==> src/rtl/assert_macros.svh <==
// ---------------------------------------------------------------------------
// Assertion macros
// Shared concurrent assertion forms for the gesture command encoder.
// ---------------------------------------------------------------------------
`ifndef ASSERT_MACROS_SVH
`define ASSERT_MACROS_SVH

// Check that cons holds in every cycle where ante holds.
`define ASSERT_IMPLIES(label, clk, rst_n, ante, cons, msg) \
    label: assert property (@(posedge clk) disable iff (!rst_n) (ante) |-> (cons)) \
        else $error(msg);

// Check that cons holds in the cycle after ante holds.
`define ASSERT_NEXT(label, clk, rst_n, ante, cons, msg) \
    label: assert property (@(posedge clk) disable iff (!rst_n) (ante) |=> (cons)) \
        else $error(msg);

`endif

==> src/rtl/gce_pkg.sv <==
// ---------------------------------------------------------------------------
// Gesture command encoder package
// Shared types, command codes and register indexes.
// ---------------------------------------------------------------------------
package gce_pkg;

    localparam int AVG_DEPTH_DEF = 10;
    localparam int QUEUE_DEPTH   = 2;
    localparam int NUM_SLOTS     = 5;

    localparam int CFG_ADDR_W = 2;
    localparam int CFG_DATA_W = 10;

    localparam logic [CFG_ADDR_W-1:0] REG_BEND_THRESHOLD = 2'd0;
    localparam logic [CFG_ADDR_W-1:0] REG_TILT_LIMIT     = 2'd1;
    localparam logic [CFG_ADDR_W-1:0] REG_LEVEL_LIMIT    = 2'd2;

    localparam logic [9:0] BEND_THRESHOLD_RST = 10'd590;
    localparam logic [8:0] TILT_LIMIT_RST     = 9'd30;
    localparam logic [8:0] LEVEL_LIMIT_RST    = 9'd20;

    localparam logic [7:0] CMD_BEND_HIGH = 8'd122;
    localparam logic [7:0] CMD_BEND_LOW  = 8'd123;
    localparam logic [7:0] CMD_TILT_HIGH = 8'd124;
    localparam logic [7:0] CMD_TILT_LOW  = 8'd125;
    localparam logic [7:0] CMD_LEVEL     = 8'd126;

    localparam logic [9:0]        GRIP_LOW     = 10'd550;
    localparam logic [9:0]        GRIP_HIGH    = 10'd650;
    localparam logic signed [9:0] PITCH_HIGH   = -10'sd10;
    localparam logic signed [9:0] PITCH_LOW    = -10'sd50;
    localparam logic [7:0]        PITCH_OFFSET = 8'd60;
    localparam logic [7:0]        PITCH_MAX    = 8'd118;

    localparam int SLOT_BEND  = 0;
    localparam int SLOT_TILT  = 1;
    localparam int SLOT_LEVEL = 2;
    localparam int SLOT_GRIP  = 3;
    localparam int SLOT_PITCH = 4;

    typedef struct packed {
        logic [9:0] bend_threshold;
        logic [8:0] tilt_limit;
        logic [8:0] level_limit;
    } cfg_t;

    typedef struct packed {
        logic [NUM_SLOTS-1:0]      mask;
        logic [NUM_SLOTS-1:0][7:0] cmd;
    } entry_t;

endpackage

==> src/rtl/gesture_command_encoder.sv <==
// ---------------------------------------------------------------------------
// Gesture command encoder
// Turns flex and angle sample sets into a stream of command bytes.
//
//   Channel  Dir  Beat                                      Marker
//   s_       in   bend_raw, grip_raw, roll_deg, pitch_deg    -
//   m_       out  command                                   tlast = last
//   cfg_     in   bend_threshold, tilt_limit, level_limit   write only
//
// A sample set is classified in the stage 1 and stage 2 registers, waits in
// a two-entry queue, and leaves as zero to five beats, one per cycle from the
// output register while the receiver is ready. Throughput is one sample set
// per cycle up to one beat per cycle out, unless the queue or receiver stalls;
// the back end's single output port sets the rate.
// Reset clears the moving average store, the queue and all valid flags at once.
// ---------------------------------------------------------------------------
`include "assert_macros.svh"

module gesture_command_encoder #(
    parameter int AVG_DEPTH = gce_pkg::AVG_DEPTH_DEF
) (
    input  logic                            aclk,
    input  logic                            aresetn,
    input  logic                            cfg_we,
    input  logic [gce_pkg::CFG_ADDR_W-1:0]  cfg_addr,
    input  logic [gce_pkg::CFG_DATA_W-1:0]  cfg_wdata,
    input  logic                            s_tvalid,
    output logic                            s_tready,
    // bend_raw[9:0], grip_raw[19:10], roll_deg[29:20], pitch_deg[39:30]
    input  logic [39:0]                     s_tdata,
    output logic                            m_tvalid,
    input  logic                            m_tready,
    // command[7:0]
    output logic [7:0]                      m_tdata,
    output logic                            m_tlast
);
    import gce_pkg::*;

    cfg_t   cfg_reg;
    cfg_t   cfg_next;
    logic   push_valid;
    logic   push_ready;
    entry_t push_entry;
    logic   pop_valid;
    logic   pop_ready;
    entry_t pop_entry;

    always_comb begin
        cfg_next = cfg_reg;
        if (cfg_we) begin
            case (cfg_addr)
                REG_BEND_THRESHOLD: cfg_next.bend_threshold = cfg_wdata;
                REG_TILT_LIMIT:     cfg_next.tilt_limit     = cfg_wdata[8:0];
                REG_LEVEL_LIMIT:    cfg_next.level_limit    = cfg_wdata[8:0];
                default:            cfg_next = cfg_reg;
            endcase
        end
    end

    always_ff @(posedge aclk) begin
        if (!aresetn) begin
            cfg_reg.bend_threshold <= BEND_THRESHOLD_RST;
            cfg_reg.tilt_limit     <= TILT_LIMIT_RST;
            cfg_reg.level_limit    <= LEVEL_LIMIT_RST;
        end else begin
            cfg_reg <= cfg_next;
        end
    end

    gce_front #(
        .AVG_DEPTH (AVG_DEPTH)
    ) u_front (
        .aclk      (aclk),
        .aresetn   (aresetn),
        .cfg       (cfg_reg),
        .in_valid  (s_tvalid),
        .in_ready  (s_tready),
        .bend_raw  (s_tdata[9:0]),
        .grip_raw  (s_tdata[19:10]),
        .roll_deg  (s_tdata[29:20]),
        .pitch_deg (s_tdata[39:30]),
        .out_valid (push_valid),
        .out_ready (push_ready),
        .out_entry (push_entry)
    );

    gce_queue u_queue (
        .aclk       (aclk),
        .aresetn    (aresetn),
        .push_valid (push_valid),
        .push_ready (push_ready),
        .push_entry (push_entry),
        .pop_valid  (pop_valid),
        .pop_ready  (pop_ready),
        .pop_entry  (pop_entry)
    );

    gce_back u_back (
        .aclk        (aclk),
        .aresetn     (aresetn),
        .in_valid    (pop_valid),
        .in_ready    (pop_ready),
        .in_entry    (pop_entry),
        .out_valid   (m_tvalid),
        .out_ready   (m_tready),
        .out_command (m_tdata),
        .out_last    (m_tlast)
    );

    `ASSERT_IMPLIES(a_push_not_empty, aclk, aresetn, push_valid, push_entry.mask != '0, "empty command list pushed")

    `ASSERT_IMPLIES(a_pitch_range, aclk, aresetn, push_valid && push_entry.mask[SLOT_PITCH], (push_entry.cmd[SLOT_PITCH] > PITCH_OFFSET) && (push_entry.cmd[SLOT_PITCH] <= PITCH_MAX), "pitch command out of range")

    `ASSERT_NEXT(a_beat_hold, aclk, aresetn, m_tvalid && !m_tready, m_tvalid && $stable(m_tdata) && $stable(m_tlast), "output beat changed while stalled")

    `ASSERT_IMPLIES(a_cmd_range, aclk, aresetn, m_tvalid, m_tdata <= CMD_LEVEL, "command byte out of range")

endmodule

==> src/rtl/gce_front.sv <==
// ---------------------------------------------------------------------------
// Gesture command encoder front end
// Accepts sample sets, keeps the grip moving average and classifies each
// sample set into a slot list of up to five command bytes.
// ---------------------------------------------------------------------------
module gce_front #(
    parameter int AVG_DEPTH = gce_pkg::AVG_DEPTH_DEF
) (
    input  logic                aclk,
    input  logic                aresetn,
    input  gce_pkg::cfg_t       cfg,
    input  logic                in_valid,
    output logic                in_ready,
    input  logic [9:0]          bend_raw,
    input  logic [9:0]          grip_raw,
    input  logic signed [9:0]   roll_deg,
    input  logic signed [9:0]   pitch_deg,
    output logic                out_valid,
    input  logic                out_ready,
    output gce_pkg::entry_t     out_entry
);
    import gce_pkg::*;

    localparam int DEPTH_LOG = $clog2(AVG_DEPTH);
    localparam int SUM_W     = 10 + DEPTH_LOG;
    localparam int SHIFT     = SUM_W + DEPTH_LOG;
    localparam int RECIP_W   = SUM_W + 1;
    localparam int PROD_W    = SUM_W + RECIP_W;
    localparam longint RECIP = ((64'd1 << SHIFT) + AVG_DEPTH - 1) / AVG_DEPTH;
    localparam logic [RECIP_W-1:0] RECIP_C = RECIP_W'(RECIP);

    localparam logic [15:0] GRIP_SCALE = 16'd615;
    localparam int          GRIP_SHIFT = 10;

    logic [9:0]        ring_reg [AVG_DEPTH];
    logic [SUM_W-1:0]  sum_reg;
    logic [SUM_W-1:0]  sum_next;

    logic              s1_valid_reg;
    logic [9:0]        s1_bend_reg;
    logic signed [9:0] s1_roll_reg;
    logic signed [9:0] s1_pitch_reg;

    logic              s2_valid_reg;
    logic              s2_bend_gt_reg;
    logic              s2_bend_lt_reg;
    logic              s2_tilt_hi_reg;
    logic              s2_tilt_lo_reg;
    logic              s2_level_reg;
    logic              s2_pitch_ok_reg;
    logic [7:0]        s2_pitch_cmd_reg;
    logic [9:0]        s2_avg_reg;

    logic              accept;
    logic              s1_ready;
    logic              s2_ready;
    logic              s2_has_cmd;

    logic signed [10:0] roll_x;
    logic signed [10:0] tilt_x;
    logic signed [10:0] level_x;
    logic [PROD_W-1:0]  avg_prod;
    logic [9:0]         pitch_diff;
    logic [5:0]         pitch_dist;
    logic [7:0]         pitch_tri;
    logic [9:0]         grip_diff;
    logic [15:0]        grip_prod;
    logic               grip_ok;
    entry_t             entry;

    assign s2_has_cmd = |entry.mask;
    assign s2_ready   = !s2_valid_reg || !s2_has_cmd || out_ready;
    assign s1_ready   = !s1_valid_reg || s2_ready;
    assign in_ready   = s1_ready;
    assign accept     = in_valid && in_ready;
    assign out_valid  = s2_valid_reg && s2_has_cmd;
    assign out_entry  = entry;

    assign sum_next = sum_reg - SUM_W'(ring_reg[AVG_DEPTH-1]) + SUM_W'(grip_raw);

    always_ff @(posedge aclk) begin
        if (!aresetn) begin
            for (int i = 0; i < AVG_DEPTH; i++) begin
                ring_reg[i] <= '0;
            end
            sum_reg <= '0;
        end else if (accept) begin
            ring_reg[0] <= grip_raw;
            for (int i = 1; i < AVG_DEPTH; i++) begin
                ring_reg[i] <= ring_reg[i-1];
            end
            sum_reg <= sum_next;
        end
    end

    always_ff @(posedge aclk) begin
        if (!aresetn) begin
            s1_valid_reg <= 1'b0;
        end else if (s1_ready) begin
            s1_valid_reg <= in_valid;
        end
    end

    always_ff @(posedge aclk) begin
        if (accept) begin
            s1_bend_reg  <= bend_raw;
            s1_roll_reg  <= roll_deg;
            s1_pitch_reg <= pitch_deg;
        end
    end

    // sum_reg always belongs to the sample set held in stage 1
    assign roll_x   = {s1_roll_reg[9], s1_roll_reg};
    assign tilt_x   = signed'({2'b00, cfg.tilt_limit});
    assign level_x  = signed'({2'b00, cfg.level_limit});
    assign avg_prod = {{RECIP_W{1'b0}}, sum_reg} * {{SUM_W{1'b0}}, RECIP_C};

    assign pitch_diff = PITCH_HIGH - s1_pitch_reg;
    assign pitch_dist = pitch_diff[5:0];
    assign pitch_tri  = {2'b00, pitch_dist} + {1'b0, pitch_dist, 1'b0};

    always_ff @(posedge aclk) begin
        if (!aresetn) begin
            s2_valid_reg <= 1'b0;
        end else if (s2_ready) begin
            s2_valid_reg <= s1_valid_reg;
        end
    end

    always_ff @(posedge aclk) begin
        if (s2_ready && s1_valid_reg) begin
            s2_bend_gt_reg   <= s1_bend_reg > cfg.bend_threshold;
            s2_bend_lt_reg   <= s1_bend_reg < cfg.bend_threshold;
            s2_tilt_hi_reg   <= roll_x > tilt_x;
            s2_tilt_lo_reg   <= roll_x < -tilt_x;
            s2_level_reg     <= (roll_x < level_x) && (roll_x > -level_x);
            s2_pitch_ok_reg  <= (s1_pitch_reg < PITCH_HIGH) && (s1_pitch_reg > PITCH_LOW);
            s2_pitch_cmd_reg <= {1'b0, pitch_tri[7:1]} + PITCH_OFFSET;
            s2_avg_reg       <= avg_prod[SHIFT +: 10];
        end
    end

    assign grip_ok   = (s2_avg_reg > GRIP_LOW) && (s2_avg_reg < GRIP_HIGH);
    assign grip_diff = s2_avg_reg - GRIP_LOW;
    assign grip_prod = {9'd0, grip_diff[6:0]} * GRIP_SCALE;

    always_comb begin
        entry.mask = '0;
        entry.cmd  = '0;
        entry.mask[SLOT_BEND]  = s2_bend_gt_reg || s2_bend_lt_reg;
        entry.cmd[SLOT_BEND]   = s2_bend_gt_reg ? CMD_BEND_HIGH : CMD_BEND_LOW;
        entry.mask[SLOT_TILT]  = s2_tilt_hi_reg || s2_tilt_lo_reg;
        entry.cmd[SLOT_TILT]   = s2_tilt_hi_reg ? CMD_TILT_HIGH : CMD_TILT_LOW;
        entry.mask[SLOT_LEVEL] = s2_level_reg;
        entry.cmd[SLOT_LEVEL]  = CMD_LEVEL;
        entry.mask[SLOT_GRIP]  = grip_ok;
        entry.cmd[SLOT_GRIP]   = {2'b00, grip_prod[GRIP_SHIFT +: 6]};
        entry.mask[SLOT_PITCH] = s2_pitch_ok_reg;
        entry.cmd[SLOT_PITCH]  = s2_pitch_cmd_reg;
    end

endmodule

==> src/rtl/gce_queue.sv <==
// ---------------------------------------------------------------------------
// Gesture command encoder queue
// Short queue of classified slot lists between front and back end.
// ---------------------------------------------------------------------------
module gce_queue (
    input  logic             aclk,
    input  logic             aresetn,
    input  logic             push_valid,
    output logic             push_ready,
    input  gce_pkg::entry_t  push_entry,
    output logic             pop_valid,
    input  logic             pop_ready,
    output gce_pkg::entry_t  pop_entry
);
    import gce_pkg::*;

    localparam int PTR_W = (QUEUE_DEPTH > 1) ? $clog2(QUEUE_DEPTH) : 1;
    localparam int CNT_W = $clog2(QUEUE_DEPTH + 1);
    localparam logic [PTR_W-1:0] PTR_LAST = PTR_W'(QUEUE_DEPTH - 1);
    localparam logic [CNT_W-1:0] CNT_FULL = CNT_W'(QUEUE_DEPTH);

    entry_t           mem_reg [QUEUE_DEPTH];
    logic [PTR_W-1:0] wr_ptr_reg;
    logic [PTR_W-1:0] rd_ptr_reg;
    logic [CNT_W-1:0] count_reg;
    logic             do_push;
    logic             do_pop;

    assign push_ready = count_reg != CNT_FULL;
    assign pop_valid  = count_reg != '0;
    assign pop_entry  = mem_reg[rd_ptr_reg];
    assign do_push    = push_valid && push_ready;
    assign do_pop     = pop_valid && pop_ready;

    always_ff @(posedge aclk) begin
        if (do_push) begin
            mem_reg[wr_ptr_reg] <= push_entry;
        end
    end

    always_ff @(posedge aclk) begin
        if (!aresetn) begin
            wr_ptr_reg <= '0;
            rd_ptr_reg <= '0;
            count_reg  <= '0;
        end else begin
            if (do_push) begin
                wr_ptr_reg <= (wr_ptr_reg == PTR_LAST) ? '0 : wr_ptr_reg + 1'b1;
            end
            if (do_pop) begin
                rd_ptr_reg <= (rd_ptr_reg == PTR_LAST) ? '0 : rd_ptr_reg + 1'b1;
            end
            if (do_push && !do_pop) begin
                count_reg <= count_reg + 1'b1;
            end else if (do_pop && !do_push) begin
                count_reg <= count_reg - 1'b1;
            end
        end
    end

endmodule

==> src/rtl/gce_back.sv <==
// ---------------------------------------------------------------------------
// Gesture command encoder back end
// Walks the set slots of each list and sends one command byte per beat.
// ---------------------------------------------------------------------------
module gce_back (
    input  logic             aclk,
    input  logic             aresetn,
    input  logic             in_valid,
    output logic             in_ready,
    input  gce_pkg::entry_t  in_entry,
    output logic             out_valid,
    input  logic             out_ready,
    output logic [7:0]       out_command,
    output logic             out_last
);
    import gce_pkg::*;

    logic [NUM_SLOTS-1:0]      cur_mask_reg;
    logic [NUM_SLOTS-1:0]      cur_mask_next;
    logic [NUM_SLOTS-1:0][7:0] cur_cmd_reg;
    logic                      out_valid_reg;
    logic [7:0]                out_command_reg;
    logic                      out_last_reg;

    logic [NUM_SLOTS-1:0] lowest;
    logic [NUM_SLOTS-1:0] remain;
    logic [7:0]           sel_cmd;
    logic                 out_free;
    logic                 emit;
    logic                 finishing;
    logic                 load;

    assign lowest    = cur_mask_reg & (~cur_mask_reg + 1'b1);
    assign remain    = cur_mask_reg & ~lowest;
    assign out_free  = !out_valid_reg || out_ready;
    assign emit      = out_free && (cur_mask_reg != '0);
    assign finishing = (cur_mask_reg == '0) || (emit && (remain == '0));
    assign load      = in_valid && finishing;
    assign in_ready  = finishing;

    always_comb begin
        sel_cmd = '0;
        for (int i = 0; i < NUM_SLOTS; i++) begin
            sel_cmd = sel_cmd | (cur_cmd_reg[i] & {8{lowest[i]}});
        end
    end

    always_comb begin
        if (load) begin
            cur_mask_next = in_entry.mask;
        end else if (emit) begin
            cur_mask_next = remain;
        end else begin
            cur_mask_next = cur_mask_reg;
        end
    end

    always_ff @(posedge aclk) begin
        if (!aresetn) begin
            cur_mask_reg  <= '0;
            out_valid_reg <= 1'b0;
        end else begin
            cur_mask_reg <= cur_mask_next;
            if (emit) begin
                out_valid_reg <= 1'b1;
            end else if (out_ready) begin
                out_valid_reg <= 1'b0;
            end
        end
    end

    always_ff @(posedge aclk) begin
        if (load) begin
            cur_cmd_reg <= in_entry.cmd;
        end
        if (emit) begin
            out_command_reg <= sel_cmd;
            out_last_reg    <= remain == '0;
        end
    end

    assign out_valid   = out_valid_reg;
    assign out_command = out_command_reg;
    assign out_last    = out_last_reg;

endmodule

==> config.mk <==
export PLATFORM = sky130hd
export DESIGN_NAME = gesture_command_encoder
export DESIGN_NICKNAME = d
export VERILOG_FILES = /design/src/rtl/gce_pkg.sv /design/src/rtl/gesture_command_encoder.sv /design/src/rtl/gce_front.sv /design/src/rtl/gce_queue.sv /design/src/rtl/gce_back.sv
export VERILOG_INCLUDE_DIRS = /design/src /design/src/rtl
export SDC_FILE = /design/constraint.sdc
export NUM_CORES = 1
export LEC_CHECK = 0
export ABC_AREA = 1
export BUFFER_PORTS_ARGS = -buffer_cell sky130_fd_sc_hd__buf_2
export CAP_MARGIN = 20
export CORE_ASPECT_RATIO = 0.8
export CORE_UTILIZATION = 50
export DETAILED_ROUTE_END_ITERATION = 12
export HOLD_SLACK_MARGIN = 0.15
export PLACE_DENSITY_LB_ADDON = 0.25
export SLEW_MARGIN = 10
export SYNTH_ARGS = -nofsm -noshare
export SYNTH_HDL_FRONTEND = slang
export SYNTH_SLANG_ARGS = --single-unit
==> constraint.sdc <==
create_clock -name aclk -period 6.85 [get_ports aclk]
set_input_delay 1.0275 -clock aclk [delete_from_list [all_inputs] [get_ports aclk]]
set_output_delay 1.0275 -clock aclk [all_outputs]
set_load 0.05 [all_outputs]
==> flow_summary.json <==
{
  "synth_simple_gate_area_share_pct": 13.28,
  "cts_max_path_buffers": 3,
  "timing.slew.headroom_pct": 25.19,
  "cts-root-buf": "clkbuf_16",
  "syn-instance-count": 1836,
  "yosys_warnings": 0,
  "synth_xor_area_share_pct": 2.855,
  "grt_pass1_vias": 11810,
  "synthMuxAreaShare_pct": 0.1688,
  "setup-violations-final": 0,
  "hold_viol_final": 0,
  "dr_total_vias": 11910,
  "die_y_um": 170.7,
  "crit_type": "reg2reg",
  "fin_hold_ws_ns": 0.4519,
  "synth-seq-cells": 276,
  "crit_fanout": 5,
  "nNetsFinal": 2264,
  "drt_pass1_iterations": 5,
  "place.gp.congestion": 0.9157,
  "avgRoutedWirePerCell_um": 13.85,
  "tightest_slew_ns": 1.122,
  "num_antenna_cells": 0,
  "setup_slack_ns": 1.722,
  "fin_crit_sh_pct": 74.87,
  "cp_slowest_stage_delay_ns": 0.54,
  "synth_top_family_by_area": "adder cells",
  "cts_tree": "done",
  "htree_levels": 1,
  "syn_area_mm2": 0.01779,
  "die-width_um": 212.9,
  "dp_slack_ns": 1.698,
  "fin_util_pct": 56.51,
  "synth_edf_count": 221,
  "synth-adder-area-share_pct": 24.07,
  "drt_drc_violations_left": 0,
  "worst-path-buf-inv": 6,
  "syn_to_final_growth_pct": 10.80,
  "critical_path.top_delay_family": "adder cells",
  "grt-ovfl-total": 0,
  "ant_nets": 0,
  "synth_compound_area_share_pct": 6.344,
  "dpl.hpwl_um": 25450,
  "antenna_found_initial": 0,
  "startpoint_type": "flip-flop",
  "clkLatencyLatePin_ns": 0.55,
  "clock_sinks": 276,
  "syn_nets": 2186,
  "postCtsSetupRepairBufs": 0,
  "io_buffer_count": 67,
  "slew_violations": 0,
  "period_needed_ns": 5.128,
  "fill_cells": 3030,
  "avgSynthCellArea_um2": 9.690,
  "post_cts_resized": 0,
  "cts_hold_buf": 0,
  "grtUsageTotal_pct": 19.02,
  "status": "completed",
  "cp-end-kind": "flip-flop",
  "crit_slowest_cell": "fa_1",
  "rsz0062_at_grt": "false",
  "cts_buffers": 29,
  "fin_setup_tns_ns": 0,
  "largest_reg_flops": 100,
  "num_rows": 61,
  "routed_wl_um": 33360,
  "initial_utilization_pct": 51.01,
  "via_per_inst": 4.947,
  "synth_ff_type": "edfxtp_1",
  "fmax_ghz": 0.1950,
  "required_ns": 7.14,
  "grt_pass1_wl_um": 56140,
  "finalClockSkew_ns": 0.01063,
  "grt_start_max_net_pins": 101,
  "clk_pin_slew_ns": 0.06,
  "dieArea_mm2": 0.03634,
  "num_io_pins": 68,
  "coreArea_mm2": 0.03488,
  "seq_area_frac_synth_pct": 43.49,
  "layout-drive-gt1-share_pct": 6.973,
  "maxCapViolations": 0,
  "drt_iter0_markers": 718,
  "arrival_ns": 5.41,
  "cp_cell_sequence": "inv_1, ha_1, inv_1, fa_1, fa_1, inv_1, fa_1, inv_1, fa_1, inv_1, fa_1, inv_1, ha_1, a21oi_1, o21ai_0, o21ai_0, nand3_1, xor2_1",
  "holdCritPathClass": "reg2reg",
  "cp_common_cell": "inv_1",
  "yosysUniqueCellTypes": 44,
  "async_flop_share_pct": 0
}
==> cell type report <==
type                    count  area (µm²)  area share (%)
multi-input cells        1119        8333           42.27
clock inverters            15       280.3           1.422
inverters                 414        1554           7.884
well taps                 472       590.6           2.996
clock buffers              38       812.0           4.120
flip-flops and latches    276        7737           39.25
repair buffers             74       404.1           2.050
==> Yosys cell counts, drive strengths merged (14+ instances only) <==
| cell type | count | share of area (%) |
|---|---|---|
| a21oi | 90 | 2.5 |
| clkbuf | 14 | 0.30 |
| dfxtp | 55 | 6.2 |
| edfxtp | 221 | 37 |
| fa | 82 | 9.2 |
| ha | 211 | 15 |
| inv | 412 | 8.7 |
| nand2 | 263 | 5.6 |
| nand3 | 60 | 1.7 |
| nand4 | 29 | 1.1 |
| nor2 | 183 | 3.9 |
| nor3 | 21 | 0.62 |
| o21ai | 56 | 1.6 |
| xor2 | 45 | 2.2 |
==> logic make-up (layout without fill, tap and decap cells) <==
group	Yosys count	after routing
adder cells (fa/ha/maj)	293	293
XOR/XNOR	58	58
buffers and inverters	441	541
AND/OR/NAND/NOR	567	567
multiplexers	3	3
flip-flops	276	276
AO/OA/AOI/OAI	198	198
==> layout by cell type, fill, tap and decap left out, drive strengths merged, types with 45 or more instances in the layout <==
cell type  Yosys  final
a21oi         90     90
buf           13     74
dfxtp         55     55
edfxtp       221    221
fa            82     82
ha           211    211
inv          412    414
nand2        263    263
nand3         60     60
nor2         183    183
o21ai         56     56
xor2          45     45
==> path summary, 6_finish.rpt <==
check,from,to,slack (ns),cells past startpoint
worst max-delay path,u_front.sum_reg[12]$_SDFFE_PN0P_,u_front.s2_avg_reg[7]$_DFFE_PP_,1.72,18
worst max register to register,u_front.sum_reg[12]$_SDFFE_PN0P_,u_front.s2_avg_reg[7]$_DFFE_PP_,1.72,18
worst min register to register,u_front.s2_pitch_cmd_reg[4]$_DFFE_PP_,u_queue.mem_reg[1][12]$_DFFE_PP_,0.45,0
worst min-delay path,u_front.s2_pitch_cmd_reg[4]$_DFFE_PP_,u_queue.mem_reg[1][12]$_DFFE_PP_,0.45,0
==> through the flow <==
| stage | std cells | instance area [µm²] |
|---|---|---|
| finish | 2408 | 19710 |
| global placement | 2353 | 18590 |
| detailed placement | 2354 | 18600 |
| CTS | 2407 | 19690 |
| floorplan | 1836 | 17790 |
| global route | 2408 | 19710 |
==> metal layers <==
metal / vias up / wire length, µm / part of all wire [%] / global-route usage [%]
li1: 6096 / - / - / -
met1: 5519 / 16550 / 50 / 27.44
met2: 250 / 14780 / 44 / 30.83
met3: 47 / 1431 / 4.3 / 2.221
met4: 0 / 599 / 1.8 / 3.972
met5: - / 0 / 0 / 0
Power is not shown: default switching activity piles up to over one toggle a cycle in this logic, so the estimate is an artifact.
